## config.mk

```make
export PLATFORM = sky130hd
export DESIGN_NAME = sbcd_norm_cell
export DESIGN_NICKNAME = d
export VERILOG_FILES = /design/src/design/signed_bcd_add_sub_mul_assert.svh /design/src/design/sbcd_pkg.sv /design/src/design/sbcd_norm_cell.sv
export SDC_FILE = /design/constraint.sdc
export NUM_CORES = 1
export LEC_CHECK = 0
export ABC_AREA = 1
export BUFFER_PORTS_ARGS = -buffer_cell sky130_fd_sc_hd__buf_2
export CAP_MARGIN = 20
export CORE_AREA = 2 2 308 310
export CTS_CLUSTER_DIAMETER = 120
export DETAILED_ROUTE_END_ITERATION = 16
export DIE_AREA = 0 0 310 312
export PLACE_DENSITY = 0.4
export SLEW_MARGIN = 30
export SYNTH_ARGS = -nofsm -noshare
export SYNTH_HDL_FRONTEND = slang
export SYNTH_SLANG_ARGS = --single-unit
```

## constraint.sdc

```tcl
create_clock -name clk -period 15.4 [get_ports clk]
set_input_delay 3.08 -clock clk [delete_from_list [all_inputs] [get_ports clk]]
set_output_delay 3.08 -clock clk [all_outputs]
set_load 0.03 [all_outputs]
```

## src/design/signed_bcd_add_sub_mul_assert.svh

```systemverilog
// assertion macros for the signed bcd arithmetic unit
`ifndef SIGNED_BCD_ADD_SUB_MUL_ASSERT_SVH
`define SIGNED_BCD_ADD_SUB_MUL_ASSERT_SVH
`ifndef ASSERT_OFF
`define SBA_ASSERT_IMPL(label, clk, rst_n, prop, msg) \
  label: assert property (@(posedge clk) disable iff (!rst_n) prop) else $error(msg);
`define SBA_ASSERT_ALWAYS(label, clk, prop, msg) \
  label: assert property (@(posedge clk) prop) else $error(msg);
`else
`define SBA_ASSERT_IMPL(label, clk, rst_n, prop, msg)
`define SBA_ASSERT_ALWAYS(label, clk, prop, msg)
`endif
`endif

```

## src/design/sbcd_pkg.sv

```systemverilog
// shared types and constants for the signed bcd arithmetic unit
package sbcd_pkg;
  localparam int MAX_DIGITS = 16;
  localparam int MAG_W = 64;
  // one product column: up to sixteen digit products plus the incoming tens
  localparam int COL_W = 12;

  typedef enum logic [1:0] {
    OP_ADD = 2'd0,
    OP_SUB = 2'd1,
    OP_MUL = 2'd2,
    OP_RSV = 2'd3
  } op_t;

  // request payload
  typedef struct packed {
    op_t req_type;
    logic a_negative;
    logic [MAG_W-1:0] a_magnitude;
    logic b_negative;
    logic [MAG_W-1:0] b_magnitude;
  } req_t;

  // result payload
  typedef struct packed {
    logic result_negative;
    logic [MAG_W-1:0] result_low_digits;
    logic [MAG_W-1:0] result_high_digits;
    logic bad_digit;
  } res_t;

  // control that travels with an item along the row
  typedef struct packed {
    logic valid;
    op_t  op;
    logic bad;
    logic sub_mode;
    logic swap;
    logic neg;
  } ctl_t;

  // tens of a column value, by reciprocal multiplication (exact below 16384)
  function automatic logic [COL_W-1:0] bcd_carry(input logic [COL_W-1:0] v);
    logic [2*COL_W-1:0] p;
    p = (2*COL_W)'(v) * (2*COL_W)'(3277);
    return COL_W'(p[2*COL_W-1:15]);
  endfunction
endpackage

```

## src/design/sbcd_norm_cell.sv

```systemverilog
// one carry normalising cell: settles column POS of the product
module sbcd_norm_cell
  import sbcd_pkg::*;
#(
  parameter int DIGITS = 16,
  parameter int POS = 0
) (
  input  logic                  clk,
  input  logic                  rst_n,
  input  logic                  en,
  input  ctl_t                  ctl_in,
  input  logic [COL_W*2*DIGITS-1:0] acc_in,
  output ctl_t                  ctl_out,
  output logic [COL_W*2*DIGITS-1:0] acc_out
);
  ctl_t ctl_r;
  logic [COL_W*2*DIGITS-1:0] acc_r, acc_nxt;
  logic [COL_W-1:0] c;

  // push the tens of this column into the next one
  always_comb begin
    acc_nxt = acc_in;
    c = bcd_carry(acc_in[COL_W*POS +: COL_W]);
    if (ctl_in.op == OP_MUL) begin
      acc_nxt[COL_W*POS +: COL_W] = acc_in[COL_W*POS +: COL_W] - c * COL_W'(10);
      acc_nxt[COL_W*(POS+1) +: COL_W] = acc_in[COL_W*(POS+1) +: COL_W] + c;
    end
  end

  always_ff @(posedge clk) begin
    if (!rst_n) begin
      ctl_r.valid <= 1'b0;
    end else if (en) begin
      ctl_r <= ctl_in;
    end
    if (en) acc_r <= acc_nxt;
  end

  assign ctl_out = ctl_r;
  assign acc_out = acc_r;
endmodule

```

==> flow_summary.rst <==
.. list-table::
   :header-rows: 1

   * - Metric
     - Value
   * - Outcome
     - finished, final reports clean
   * - End of the worst register-to-register path
     - ctl_out[6]
   * - Total count of hold-check failures in the final report
     - 0
   * - Part of the Yosys area used for sequential elements
     - 73.1%
   * - Number of antenna violations at the first check in global routing
     - 45
   * - Clock root buffer
     - sky130_fd_sc_hd__clkbuf_16
   * - Routed vias
     - around 12000
   * - Top cell type by total area after synthesis
     - sky130_fd_sc_hd__edfxtp_1
   * - Total iterations of the first detailed-routing run
     - 5
   * - Post-synthesis net count
     - roughly 1500
   * - Slew headroom
     - 39.9%
   * - Dominant cells by area after synthesis
     - sky130_fd_sc_hd__edfxtp_1 (73%), sky130_fd_sc_hd__ha_1 (9.1%), sky130_fd_sc_hd__fa_1 (5.0%)
   * - DRT iter0 DRCs
     - 815
   * - Warning count from the yosys run
     - 0
   * - Maximum resistive drop on vdd
     - approximately 0.00023 V
   * - GPL Wtd Cong
     - 0.936
   * - Maximum fanout encountered on the critical timing path
     - 7
   * - Critical Path Source Type
     - input port
   * - Critical Path End Type
     - flop
   * - Global router's overall resource usage
     - 15.6%
   * - Global route total overflow
     - 0
   * - CTS H-tree lvls
     - 2
   * - Reg-to-reg critical path startpoint
     - ctl_out[6]
   * - Estimated wirelength of the detail-placed design
     - roughly 66000 µm
   * - Worst reg-to-reg setup slack
     - 14.72 ns
   * - Share of flip-flops with an asynchronous set or reset after synthesis
     - 0%
   * - Number of nets at the end of the flow
     - around 2400
   * - Slowest Stage Delay on Critical Path
     - roughly 0.54 ns
   * - Standard cell core area
     - a little over 90000 µm²
   * - Count of non-filler cells in the finished layout
     - 3130
   * - Num ports
     - 785
   * - Combinational family with the most area after synthesis
     - adder cells
   * - Type of the setup path with the least slack
     - input port to flop
   * - Inst Count DP
     - between 3000 and 4000
   * - IO buf count
     - 784
   * - Die area
     - 96700 µm²
   * - Setup_tns
     - 0 ns
   * - Resized Gates After CTS
     - 0
   * - #FFs+latches synth
     - 391
   * - Pin slew with the least headroom to its limit
     - 0.902 ns
   * - DIE WIDTH
     - 310 µm
   * - Fin Clk Skew
     - 0 ns
   * - Total setup buffers inserted after CTS
     - 0
   * - Most frequent cell after synthesis
     - sky130_fd_sc_hd__edfxtp_1
   * - Syn_area_per_cell
     - 16.2 µm²
   * - CTS Buffer Depth
     - 3
   * - Design area
     - 23200 µm²
   * - Final count of pins violating max slew
     - 0
   * - CTS tree
     - yes
   * - Pin count of the biggest net entering global routing
     - about 130
   * - Share of synthesized area spent on multiplexers
     - 0%
   * - RSZ-0062 raised after global routing
     - no
   * - PD cells
     - roughly 230 nW/µm²
   * - Num Clock Sinks
     - 391
   * - Worst min-delay path class
     - flop to flop
   * - Startpoint of the most critical setup path
     - acc_in[6]
   * - Worst Path Arrival
     - 9.84 ns
   * - Detailed Route WL
     - 79200 µm
   * - Via count of the first global-routing pass
     - 12094
   * - Slowest cell on the critical path
     - sky130_fd_sc_hd__fa_1
   * - Max_cap viols
     - 0
   * - Top cell type's share of synthesized area
     - 73.0%
   * - Count of unique library cells instantiated by Yosys
     - 32
   * - Die extent in y
     - 312 µm
   * - Final Hold Slack
     - 0.563 ns
   * - Number of cell rows
     - 112
   * - Total of hold buffers inserted after clock tree synthesis
     - 0
   * - Worst path required time
     - 15.75 ns
   * - DRC errors left
     - 0
   * - Share of the synthesized area in compound gates (AO/OA/AOI/OAI)
     - between 2 and 3%
   * - Share of cells above drive strength 1
     - 47.0%
   * - Simple-gate area share of the yosys netlist
     - 5.17%
   * - Number of setup violations in the final report
     - 0
   * - Wire length of the first global-routing pass
     - 103000 µm
   * - P&R area growth vs syn
     - 44.6%
   * - Clock slew seen by the registers of the worst setup and hold paths
     - 0.05 ns
   * - Worst R2R Path Depth
     - 2
   * - Number of CTS-inserted buffers
     - 50
   * - Most frequent cells after synthesis
     - sky130_fd_sc_hd__edfxtp_1 (390), sky130_fd_sc_hd__inv_1 (140), sky130_fd_sc_hd__nand2_1 (128), sky130_fd_sc_hd__ha_1 (117), sky130_fd_sc_hd__fa_1 (40)
   * - End point of the critical path
     - acc_out[11]
   * - Share of the clock period used by the worst path after layout
     - 61.6%
   * - Fraction of synthesized cell area in xor and xnor cells
     - 1.37%
   * - Most prevalent standard cell on the critical path
     - sky130_fd_sc_hd__nand2_1
   * - Routed WL per cell
     - 25.3 µm
   * - Cell count after synthesis
     - 992
   * - Adder-cell share of the synthesized area
     - 14.1%
   * - Placed Area
     - 21600 µm²
   * - Area of the mapped netlist
     - 16000 µm²
   * - Number of enable-type register cells in the synthesized netlist
     - 390
   * - Fmax
     - 0.105 GHz
   * - Main synth FF type
     - sky130_fd_sc_hd__edfxtp_1
   * - Via density per instance
     - 3.78
   * - Final ANT Viol Nets
     - 0
   * - Leakage power
     - 0.0104 µW
   * - Initial Util
     - 17.2%
   * - Insertion delay of the later-clocked pin in the worst-skew pair
     - 0.60 ns
   * - Post-route minimum period
     - 9.49 ns
flip-flops by register name (all words and copies together) (netlist names):
name     flops
acc_out    384
ctl_out      7
kinds of logic after synthesis:
kind of cell / count (synthesis)
buffers and inverters: 144
and+or+nand+nor: 194
adders and majority gates: 157
DFF: 391
AOI/OAI and AO/OA: 81
xor gates and xnor gates: 25
through the flow:
| stage | util [%] | setup WS, ns | power (µW) |
|---|---|---|---|
| final | 24.9 | 5.91 | 5340 |
| after global routing | 24.9 | 5.33 | 5760 |
| after CTS | 24.9 | 5.95 | 5390 |
| after detailed placement | 23.2 | 5.29 | 4190 |
| after global placement | 23.2 | 5.28 | 4190 |
| after floorplan | - | 6.05 | 3370 |
worst max-delay path: cells and delay by family:
family,cells,cell delay [ns]
adders and majority gates,10,4.01
and+or+nand+nor,15,1.46
AOI/OAI and AO/OA,3,0.42
xor gates and xnor gates,2,0.48
buffers and inverters,5,0.38
layout by cell type, fill, tap and decap left out, drive strengths merged, types with 2 or more instances in the layout:
master,Yosys,routed
a21o,3,3
a21oi,38,38
a31oi,5,5
buf,1,789
bufinv,0,2
clkbuf,2,59
clkinv,1,23
clkinvlp,0,5
diode,0,6
edfxtp,390,390
fa,40,40
ha,117,117
inv,140,144
nand2,131,131
nand3,27,27
nand3b,2,2
nand4,6,6
nor2,22,22
nor3,4,4
o21ai,26,26
o21bai,5,5
xnor2,8,8
xor2,17,17
how the worst min path moves through the flow:
stage | cells past startpoint | from | slack, ns | end
floorplan | 2 | ctl_out[6] | 0.66 | ctl_out[6]
global placement | 2 | ctl_out[6] | 0.52 | ctl_out[6]
detailed placement | 2 | ctl_out[6] | 0.55 | ctl_out[6]
CTS | 2 | ctl_out[6] | 0.56 | ctl_out[6]
global route | 2 | ctl_out[6] | 0.59 | ctl_out[6]
finish | 2 | ctl_out[6] | 0.56 | ctl_out[6]
where the power goes:
group          internal [µW]  switching (µW)
Clock                    648             508
Combinational           1000            1840
Sequential              1310            34.3
area by class of cell:
| class | instances | area (µm²) |
|---|---|---|
| antenna | 6 | 15.0 |
| clock buffer | 59 | 1310 |
| clock inverter | 33 | 287 |
| tap | 1254 | 1570 |
| multi-input combinational | 457 | 3760 |
| fill | 9917 | 69900 |
| sequential | 391 | 11700 |
| inverter | 141 | 529 |
| timing repair buffer | 789 | 3990 |
metal layers:
layer	global-route usage [%]	routed length, µm	share of wire [%]	vias to the layer above
li1	-	-	-	5225
met1	18.9	31200	39	5835
met2	23.8	34600	44	633
met3	8.30	10900	14	122
met4	4.98	2370	3.0	28
met5	0	192	0.24	-
Note: power is estimated with default switching activity, not from simulation.
