File: src/design/signed_bcd_add_sub_mul_assert.svh
// assertion macros for the signed bcd arithmetic unit
`ifndef SIGNED_BCD_ADD_SUB_MUL_ASSERT_SVH
`define SIGNED_BCD_ADD_SUB_MUL_ASSERT_SVH
`ifndef ASSERT_OFF
`define SBA_ASSERT_IMPL(label, clk, rst_n, prop, msg) \
  label: assert property (@(posedge clk) disable iff (!rst_n) prop) else $error(msg);
`define SBA_ASSERT_ALWAYS(label, clk, prop, msg) \
  label: assert property (@(posedge clk) prop) else $error(msg);
`else
`define SBA_ASSERT_IMPL(label, clk, rst_n, prop, msg)
`define SBA_ASSERT_ALWAYS(label, clk, prop, msg)
`endif
`endif

File: src/design/sbcd_pkg.sv
// shared types and constants for the signed bcd arithmetic unit
package sbcd_pkg;
  localparam int MAX_DIGITS = 16;
  localparam int MAG_W = 64;
  // one product column: up to sixteen digit products plus the incoming tens
  localparam int COL_W = 12;

  typedef enum logic [1:0] {
    OP_ADD = 2'd0,
    OP_SUB = 2'd1,
    OP_MUL = 2'd2,
    OP_RSV = 2'd3
  } op_t;

  // request payload
  typedef struct packed {
    op_t req_type;
    logic a_negative;
    logic [MAG_W-1:0] a_magnitude;
    logic b_negative;
    logic [MAG_W-1:0] b_magnitude;
  } req_t;

  // result payload
  typedef struct packed {
    logic result_negative;
    logic [MAG_W-1:0] result_low_digits;
    logic [MAG_W-1:0] result_high_digits;
    logic bad_digit;
  } res_t;

  // control that travels with an item along the row
  typedef struct packed {
    logic valid;
    op_t  op;
    logic bad;
    logic sub_mode;
    logic swap;
    logic neg;
  } ctl_t;

  // tens of a column value, by reciprocal multiplication (exact below 16384)
  function automatic logic [COL_W-1:0] bcd_carry(input logic [COL_W-1:0] v);
    logic [2*COL_W-1:0] p;
    p = (2*COL_W)'(v) * (2*COL_W)'(3277);
    return COL_W'(p[2*COL_W-1:15]);
  endfunction
endpackage

File: src/design/sbcd_cell.sv
// one cell of the row: handles digit position POS of a and b, or a[POS] times all of b, per cycle while en is high
module sbcd_cell
  import sbcd_pkg::*;
#(
  parameter int DIGITS = 16,
  parameter int POS = 0
) (
  input  logic                 clk,
  input  logic                 rst_n,
  input  logic                 en,
  input  ctl_t                 ctl_in,
  input  logic [4*DIGITS-1:0]  a_in,
  input  logic [4*DIGITS-1:0]  b_in,
  input  logic [COL_W*2*DIGITS-1:0] acc_in,
  input  logic                 cy_in,
  output ctl_t                 ctl_out,
  output logic [4*DIGITS-1:0]  a_out,
  output logic [4*DIGITS-1:0]  b_out,
  output logic [COL_W*2*DIGITS-1:0] acc_out,
  output logic                 cy_out
);
  ctl_t ctl_r;
  logic [4*DIGITS-1:0] a_r, b_r;
  logic [COL_W*2*DIGITS-1:0] acc_r, acc_nxt;
  logic cy_r, cy_nxt;
  logic [3:0] da, db, big, sml;
  logic [4:0] s;
  logic [4:0] t;
  logic [COL_W-1:0] c;

  // digit operation at this position
  always_comb begin
    acc_nxt = acc_in;
    cy_nxt = cy_in;
    c = '0;
    da = a_in[4*POS +: 4];
    db = b_in[4*POS +: 4];
    big = ctl_in.swap ? db : da;
    sml = ctl_in.swap ? da : db;
    s = 5'(sml) + 5'(cy_in);
    t = 5'(da) + 5'(db) + 5'(cy_in);
    if (ctl_in.op == OP_MUL) begin
      // accumulate a[pos] times every b digit into columns pos..pos+DIGITS-1
      for (int j = 0; j < DIGITS; j++) begin
        acc_nxt[COL_W*(POS+j) +: COL_W] = acc_in[COL_W*(POS+j) +: COL_W] +
          COL_W'(da) * COL_W'(b_in[4*j +: 4]);
      end
      // column pos gets nothing more: settle it and pass its tens on
      c = bcd_carry(acc_nxt[COL_W*POS +: COL_W]);
      acc_nxt[COL_W*POS +: COL_W] = acc_nxt[COL_W*POS +: COL_W] - c * COL_W'(10);
      acc_nxt[COL_W*(POS+1) +: COL_W] = acc_nxt[COL_W*(POS+1) +: COL_W] + c;
    end else if (ctl_in.sub_mode) begin
      if (5'(big) >= s) begin
        acc_nxt[COL_W*POS +: COL_W] = COL_W'(5'(big) - s);
        cy_nxt = 1'b0;
      end else begin
        acc_nxt[COL_W*POS +: COL_W] = COL_W'(5'(big) + 5'd10 - s);
        cy_nxt = 1'b1;
      end
    end else begin
      cy_nxt = (t >= 5'd10);
      acc_nxt[COL_W*POS +: COL_W] = COL_W'(cy_nxt ? t - 5'd10 : t);
      if (POS == DIGITS-1) acc_nxt[COL_W*DIGITS +: COL_W] = COL_W'(cy_nxt);
    end
  end

  // stage registers
  always_ff @(posedge clk) begin
    if (!rst_n) begin
      ctl_r.valid <= 1'b0;
    end else if (en) begin
      ctl_r <= ctl_in;
    end
    if (en) begin
      a_r <= a_in;
      b_r <= b_in;
      acc_r <= acc_nxt;
      cy_r <= cy_nxt;
    end
  end

  assign ctl_out = ctl_r;
  assign a_out = a_r;
  assign b_out = b_r;
  assign acc_out = acc_r;
  assign cy_out = cy_r;
endmodule

File: config.mk
export PLATFORM = sky130hd
export DESIGN_NAME = sbcd_cell
export DESIGN_NICKNAME = d
export VERILOG_FILES = /design/src/design/signed_bcd_add_sub_mul_assert.svh /design/src/design/sbcd_pkg.sv /design/src/design/sbcd_cell.sv
export SDC_FILE = /design/constraint.sdc
export NUM_CORES = 1
export LEC_CHECK = 0
export ABC_AREA = 1
export BUFFER_PORTS_ARGS = -buffer_cell sky130_fd_sc_hd__clkbuf_2
export CELL_PAD_IN_SITES_DETAIL_PLACEMENT = 0
export CELL_PAD_IN_SITES_GLOBAL_PLACEMENT = 1
export CORE_AREA = 5 5 409 411
export CTS_BUF_LIST = sky130_fd_sc_hd__clkbuf_8
export DETAILED_ROUTE_END_ITERATION = 6
export DIE_AREA = 0 0 414 416
export PLACE_DENSITY_LB_ADDON = 0.12
export SKIP_LAST_GASP = 1
export SYNTH_ARGS = -nofsm -noshare
export SYNTH_HDL_FRONTEND = slang
export SYNTH_SLANG_ARGS = --single-unit
File: constraint.sdc
create_clock -name clk -period 27.1 [get_ports clk]
set_input_delay 8.13 -clock clk [delete_from_list [all_inputs] [get_ports clk]]
set_output_delay 8.13 -clock clk [all_outputs]
set_load 0.03 [all_outputs]
==> results.sh <==
export IMPL_outcome="finished, final reports clean"
export IMPL_globalRouteOverflowTotal=0
export IMPL_clkLatencyLatePin_ps=790
export IMPL_cts_resized=0
export IMPL_ios=1043
export IMPL_clock_sinks=520
export IMPL_grt_pass1_vias=28400
export IMPL_cp_top_family="adder cells"
export IMPL_synth_nets=4615
export IMPL_maxCapViolCount=0
export IMPL_num_rows=149
export IMPL_drc_errors=0
export IMPL_drt_iter0_drc=1168
export IMPL_post_route_period_util_pct=68.31
export IMPL_dieHeight_um=416
export IMPL_rrSetupSlack_ps=26410
export IMPL_crit_path_max_fanout=38
export IMPL_hold_viol_final=0
export IMPL_finalSetupViolations=0
export IMPL_ys_async_sr_fraction_pct=0
export IMPL_synthSimpleGateAreaFrac_pct=11.80
export IMPL_hpwl_um=120600
export IMPL_synthMuxAreaShare_pct=0
export IMPL_area_delta_synth_final_pct=28.72
export IMPL_worstSetupEndpointType="flop"
export IMPL_via_count=27350
export IMPL_tns_ps=0
export IMPL_wl_per_cell_um=21.22
export IMPL_root_buffer="clkbuf_8"
export IMPL_grt_max_degree=83
export IMPL_max_slew_margin_pct=31.74
export IMPL_synth_area_leaders="edfxtp_1 44%, ha_1 15%, fa_1 11%, inv_1 8.5%, nand2_1 8.3%"
export IMPL_yosys_area_share_adder_pct=25.80
export IMPL_cts_tree="done"
export IMPL_synth_top_family_by_area="adder cells"
export IMPL_grt_first_pass_wirelength_um=205900
export IMPL_synth_cell_type_count=47
export IMPL_holdBufCountCts=0
export IMPL_drive_above_1_share_pct=26.63
export IMPL_synth_commonest_cells="794 x inv_1, 772 x nand2_1, 519 x edfxtp_1, 412 x ha_1, 194 x fa_1"
export IMPL_cp_arrival_ps=19070
export IMPL_ys_warn_count=0
export IMPL_synth_edf_count=519
export IMPL_synthXorXnorAreaFrac_pct=2.621
export IMPL_cts_clk_slew_worst_paths_ps=60
export IMPL_rsz0062_at_grt="no"
export IMPL_start_util_pct=21.40
export IMPL_htree_levels=3
export IMPL_crit_buf_inv=6
export IMPL_slew_violations=0
export IMPL_via_per_inst=3.970
export IMPL_yosys_area_top_type="edfxtp_1"
export IMPL_crit_path_max_incr_delay_ps=790
export IMPL_synthFlopType="edfxtp_1"
export IMPL_synthCells=3486
export IMPL_cts_buffers=107
export IMPL_placed_area_mm2=0.04294
export IMPL_stdcell_area_mm2=0.04510
export IMPL_post_cts_setup_buffers=0
export IMPL_fmax_mhz=54.02
export IMPL_antenna_found_initial=41
export IMPL_cts_buffer_depth=3
export IMPL_yosysMostFrequentCell="inv_1"
export IMPL_yosysSeqAreaShare_pct=44.54
export IMPL_crit_path_start_kind="input port"
export IMPL_synth_area_mm2=0.03504
export IMPL_dieWidth_um=414
export IMPL_critPathKind="input port to flop"
export IMPL_hp_class="flop to flop"
export IMPL_required_ps=27660
export IMPL_drtPass1Iterations=4
export IMPL_routed_wl_um=146200
export IMPL_dieArea_mm2=0.1722
export IMPL_finalCriticalPeriod_ps=18510
export IMPL_grt_use_total_pct=16.51
export IMPL_ys_seq_elements=520
export IMPL_worst_path_max_delay_cell="xnor2_1"
export IMPL_clock_skew_ps=0
export IMPL_core_area_mm2=0.1637
export IMPL_worst_slew_pin_slew_ps=1024
export IMPL_portBuffers=1042
export IMPL_fin_nets=5722
export IMPL_avgSynthCellArea_um2=10.05
export IMPL_postRouteAntennaNets=0
export IMPL_gp_congestion=0.8102
export IMPL_synth_compound_area_share_pct=5.964
export IMPL_synth_top_area_share_pct=44.48
-- layer usage --
metal | routed length (um) | GRT usage, % | up-vias
li1 | - | - | 13460
met1 | 55960 | 17.98 | 12940
met2 | 75930 | 30.26 | 722
met3 | 8552 | 4.349 | 197
met4 | 5564 | 6.866 | 22
met5 | 144 | 0 | -
-- final cells by class --
class	instances	area, um^2
multi-input cells	2101	16190
repair buffers	1065	5408
clock buffers	110	1514
fillers	17920	118600
inverters	798	3000
well taps	2189	2739
flip-flops and latches	520	15610
clock inverters	88	599.3
diodes	18	45.04
-- worst min-delay path, delay by kind of cell, from the launching register on --
kind / cells / cell delay [ps]
DFF: 1 / 320
AOI/OAI and AO/OA: 2 / 200
-- cell usage in the layout, fill, tap and decap left out, drive strengths merged --
master / n
clkbuf: 1147
inv: 839
nand2: 782
edfxtp: 519
ha: 412
fa: 194
o21ai: 149
a21oi: 114
nor2: 111
nand3: 103
xnor2: 55
xor2: 49
clkinv: 39
buf: 28
diode: 18
nand4: 18
a21o: 17
o21a: 13
o22ai: 13
o211ai: 13
a21boi: 13
o21bai: 11
o31ai: 9
a31oi: 8
bufinv: 7
or2: 5
nand3b: 3
nor3: 3
a31o: 2
o2111ai: 1
a211oi: 1
and2: 1
o32ai: 1
clkinvlp: 1
dfxtp: 1
-- state kept, by name (all words and copies together) (netlist names) --
name and count:
acc_out 384, cy_out 1, a_out 64, b_out 64, ctl_out 7
-- cells by family (layout without fill, tap and decap cells) --
family | count (synthesis) | in the layout
other | 0 | 18
AND/OR/NAND/NOR | 1026 | 1026
XOR/XNOR | 104 | 104
flip-flops | 520 | 520
AO/OA/AOI/OAI | 365 | 365
buffers and inverters | 865 | 2061
adder cells (fa/ha/maj) | 606 | 606
-- path summary, 6_finish.rpt --
path,start,endpoint,cells after the start
setup / recovery,a_in[2],acc_out[21],47
hold / removal,ctl_out[6],ctl_out[6],2
setup reg to reg,ctl_out[6],ctl_out[6],2
hold reg to reg,ctl_out[6],ctl_out[6],2
-- per-stage QoR --
stage	utilization, %	hold slack, ps	instances	setup WS, ps
2_1_floorplan	-	655.0	3486	8745
3_3_place_gp	26.23	535.4	6673	7713
3_5_place_dp	26.23	545.1	6673	7694
4_1_cts	27.53	559.0	6871	8637
5_1_grt	27.54	572.5	6880	7868
6_report	27.55	561.4	6889	8588
Power is not shown: default switching activity piles up to over one toggle a cycle in this logic, so the estimate is an artifact.
